File: config.mk
export PLATFORM = sky130hd
export DESIGN_NAME = bdp_update
export DESIGN_NICKNAME = d
export VERILOG_FILES = /design/src/rtl/bdp_pkg.sv /design/src/rtl/bdp_update.sv
export SDC_FILE = /design/constraint.sdc
export NUM_CORES = 1
export LEC_CHECK = 0
export BUFFER_PORTS_ARGS = -buffer_cell sky130_fd_sc_hd__buf_2
export CORE_MARGIN = 4
export CORE_UTILIZATION = 41
export DETAILED_ROUTE_END_ITERATION = 16
export GPL_TIMING_DRIVEN = 0
export PLACE_DENSITY = 0.83
export SYNTH_ARGS = -nofsm -noshare
export SYNTH_HDL_FRONTEND = slang
export SYNTH_SLANG_ARGS = --single-unit
File: constraint.sdc
create_clock -name vclk -period 5.9
set_input_delay 1.18 -clock vclk [all_inputs]
set_output_delay 1.18 -clock vclk [all_outputs]
set_load 0.1 [all_outputs]
File: src/rtl/bdp_pkg.sv
// package: table geometry, entry and update types, predictor modes
`timescale 1ns / 1ps

package bdp_pkg;

  // number of direct-mapped entries, a power of two
  localparam int TABLE_ENTRIES = 1024;
  localparam int IDX_W         = $clog2(TABLE_ENTRIES);
  // word address is 30 bits, the part above the index is the tag
  localparam int TAG_W         = 30 - IDX_W;

  localparam logic [31:0] FALL_STEP = 32'd4;
  localparam logic [31:0] COUNT_MAX = 32'hFFFF_FFFF;
  localparam logic [1:0]  CTR_MAX   = 2'd3;
  localparam logic [1:0]  CTR_MIN   = 2'd0;
  localparam logic [1:0]  CTR_WEAK_T = 2'd2;

  typedef enum logic [1:0] {
    MODE_TAKEN     = 2'd0,
    MODE_NOT_TAKEN = 2'd1,
    MODE_ONE_BIT   = 2'd2,
    MODE_TWO_BIT   = 2'd3
  } mode_t;

  localparam mode_t MODE_RESET = MODE_TWO_BIT;

  typedef struct packed {
    logic             valid;
    logic [TAG_W-1:0] tag;
    logic             last;
    logic [1:0]       ctr;
  } entry_t;

  typedef struct packed {
    logic        pred;
    logic        taken;
    logic        correct;
    logic [31:0] target;
    logic [31:0] correct_total;
    logic [31:0] branch_total;
    logic        wr_en;
    entry_t      wr_entry;
  } upd_t;

endpackage

File: src/rtl/bdp_update.sv
// prediction, counter update, target select and statistics for one branch
`timescale 1ns / 1ps

module bdp_update (
  input  bdp_pkg::mode_t    mode,
  input  logic [31:0]       branch_address,
  input  logic [31:0]       next_address,
  input  logic signed [12:0] branch_offset,
  input  bdp_pkg::entry_t   entry,
  input  logic [31:0]       correct_count,
  input  logic [31:0]       branch_count,
  output bdp_pkg::upd_t     upd
);
  import bdp_pkg::*;

  logic [31:0]      fall;
  logic [31:0]      jump;
  logic             taken;
  logic [TAG_W-1:0] tag;
  logic             hit;
  logic [1:0]       ctr_new;
  logic             pred;
  logic             correct;
  logic             dynamic;

  always_comb begin
    fall    = branch_address + FALL_STEP;
    jump    = branch_address + {{19{branch_offset[12]}}, branch_offset};
    taken   = (next_address != fall);
    tag     = branch_address[31:IDX_W+2];
    hit     = entry.valid && (entry.tag == tag);
    dynamic = (mode == MODE_ONE_BIT) || (mode == MODE_TWO_BIT);

    // saturating two-bit counter, fresh entry starts at 1 if taken, else at 0
    if (hit) begin
      if (taken) begin
        ctr_new = (entry.ctr == CTR_MAX) ? CTR_MAX : entry.ctr + 2'd1;
      end else begin
        ctr_new = (entry.ctr == CTR_MIN) ? CTR_MIN : entry.ctr - 2'd1;
      end
    end else begin
      ctr_new = {1'b0, taken};
    end

    case (mode)
      MODE_TAKEN: begin
        pred       = 1'b1;
        upd.target = jump;
      end
      MODE_NOT_TAKEN: begin
        pred       = 1'b0;
        upd.target = fall;
      end
      MODE_ONE_BIT: begin
        pred       = hit & entry.last;
        upd.target = next_address;
      end
      default: begin
        pred       = hit & (entry.ctr >= CTR_WEAK_T);
        upd.target = (ctr_new >= CTR_WEAK_T) ? jump : fall;
      end
    endcase

    correct = (pred == taken);

    upd.pred    = pred;
    upd.taken   = taken;
    upd.correct = correct;
    upd.correct_total = (correct && (correct_count != COUNT_MAX)) ?
                        correct_count + 32'd1 : correct_count;
    upd.branch_total  = (branch_count != COUNT_MAX) ? branch_count + 32'd1 : branch_count;
    upd.wr_en          = dynamic;
    upd.wr_entry.valid = 1'b1;
    upd.wr_entry.tag   = tag;
    upd.wr_entry.last  = taken;
    upd.wr_entry.ctr   = ctr_new;
  end

endmodule

==> impl_results.md <==
- Site row count: 44
- Pre-CTS setup slack: -1608 ps
- Setup slack after layout: -581.0 ps
- Total grt overflow: 0
- Layout cells sized above 1: 48.57%
- Setup TNS: -25290 ps
- Post-Syn Instances: 892
- Starting DRT DRC Count: ~1000
- Starting Density: 41.60%
- Via count of the routed design: roughly 9500
- Drt total wl: 37.15 mm
- Relative slew margins: 11.96%
- RSZ-0062 raised after global routing: true
- Syn. warnings: 0
- Fmax achieved: 0.1543 GHz
- CTS Hold Buffers Added: 0
- Number of routed nets with antenna violations: 0
- Tot Pwr: ~1.4 mW
- GRT Resource Usage Total: 36.97%
- Pleak: between 4 and 5 nW
- CP endpoint kind: output pin
- FFs & Latches: 0
- Status: finished with violations
- Final min period: 6481 ps
- Layout fillers: 882
- Unique cell type count in the Yosys netlist: 73
- Register area share after synthesis: 0%
- Final setup fails: 65
- Post-DP HPWL: between 20 and 25 mm
- Register area: 0 um2
- DIE AREA: around 17000 um2
- Worst Tran Pin Value: 1321 ps
- Boundary Pins: 291
- First-pass GRT wire length: 49.27 mm
- Area delta synth->final: 91.36%
- Max VDD drop: 0.09647 mV
- Buffers on Ports: approximately 290
- Worst-path fanout max: 6
- Crit-path slowest cell: nor3_1
- Avg WL per Cell: 25.73 um
- Crit Path Class: input pin to output pin
- Worst EP arrival: 5300 ps
- Height of the chip: around 130 um
- Drt drc: 0
- Max-cap violations: 0
- Crit path cell chain: buf_2 > nand3_1 > nor2_1 > nand4_1 > or2_1 > nor2_1 > and4_1 > nand3_1 > nor3_1 > or3_4 > buf_12 > nor3_4 > xor2_4 > buf_12
- Syn_nets: 1094
- DRT Pass-1 Iters: 8
- Vias in the first global route: 8966
- Cell Pwr Density: 121.0 nW/um2
- Failing checks: negative setup slack
- Finished Cell Area: 11530 um2
- Hold WC Path Type: input pin to output pin
- Core Box Area: 14480 um2
- Startpoint Class: input pin
- Clock buffer cells: 0
- DIE WIDTH: 129.2 um
- Data required, critical path: 4720 ps
- Mapped Area: 6023 um2
- Slew Limit Fails: 0
- Crit share post-route: 109.8%
- Routability congestion estimate: 0.9669
- Largest net degree at the start of global routing: 21
- Final Hold Fails: 0
- Placed inst area: 8982 um2
- Nets: about 1500
- Initial antenna violation count: 5
- Slowest Stage Delay on Critical Path: between 600 and 700 ps
- Vias/cell: 6.573
- Post-synthesis area per instance: approximately 6.8 um2
[what timing repair did]
item / CTS / global route
gates resized for setup: 340 / 104
cloned: 3 / 2
buffers inserted: 63 / 20
pin swaps: 64 / 54
endpoints found under the hold margin: 0 / 0
setup endpoints to repair: 66 / 65
[worst max-delay path, delay by kind of cell]
kind / cells / cell delay, ps
buffers and inverters: 3 / 540
and+or+nand+nor: 10 / 3310
xor gates and xnor gates: 1 / 240
[report_power, final]
part	total [mW]	internal, mW	leakage (nW)	switching (mW)
clock network	0.0000000459	0.0000000459	0.0000127	0
logic	1.40	0.466	4.98	0.929
registers	0	0	0	0
total	1.40	0.466	4.98	0.929
[worst paths after layout]
kind,from,end,slack [ps],cells after the start
setup / recovery,correct_count[5],upd[86],-580,14
hold / removal,correct_count[28],upd[85],2760,3
[layout make-up]
cell class	instances	area, um2	area share [%]
well taps	184	230.2	1.997
diodes	2	5.005	0.04342
plain buffers	64	548.0	4.755
inverters	33	123.9	1.075
repair buffers	372	3211	27.85
multi-input cells	789	7408	64.27
[Yosys cell counts (17+ instances only)]
cell / n / area, um2
xnor2_1: 88 / 770.7
nor2_1: 83 / 311.6
nand2_1: 72 / 270.3
xor2_1: 70 / 613.1
nand3_1: 48 / 240.2
a21oi_1: 44 / 220.2
ha_1: 34 / 425.4
clkbuf_1: 32 / 120.1
inv_1: 31 / 116.4
o21ai_0: 31 / 155.2
and3_1: 29 / 181.4
a211oi_1: 26 / 195.2
buf_4: 26 / 195.2
nand4_1: 24 / 150.1
a21o_1: 23 / 172.7
nor3_1: 22 / 110.1
nor4_1: 17 / 106.4
[through the flow]
step           utilization, %  hold WS [ps]  std cells
2_1_floorplan               -          2556        892
5_1_grt                 79.59          2768       1443
3_5_place_dp            62.04          2794       1364
6_report                79.61          2759       1444
4_1_cts                 75.35          2729       1424
3_3_place_gp            62.04          2792       1364
[placed cells by master, fill, tap and decap left out, drive strengths merged, types with 12 or more instances in the layout]
cell    instances
a211oi         26
clkbuf         29
nand2          72
and3           29
nor2b          12
nor4           20
buf           407
a21o           23
nor3           28
o21ai          31
nor2           83
xor2           70
nand3          48
xnor2          88
ha             34
a21oi          45
nand4          27
inv            32
[logic make-up after synthesis]
logic type | count (synthesis) | share of synthesized area (%)
other cells | 1 | 0.06226
compound gates | 210 | 24.12
mux | 15 | 2.970
simple gates | 363 | 31.78
xor+xnor | 164 | 25.26
buf+inv | 104 | 8.413
fa+ha+maj | 35 | 7.395
[metal layers]
| metal | wire (um) | up-vias | share of wire (%) | global-route usage, % |
|---|---|---|---|---|
| met2 | 16940 | 832 | 46 | 64.85 |
| met4 | 3455 | 8 | 9.3 | 21.31 |
| li1 | - | 3983 | - | - |
| met1 | 11680 | 4357 | 31 | 40.53 |
| met5 | 82 | - | 0.22 | 0 |
| met3 | 4991 | 312 | 13 | 9.068 |
No activity file was read; power rests on OpenSTA's default activity.
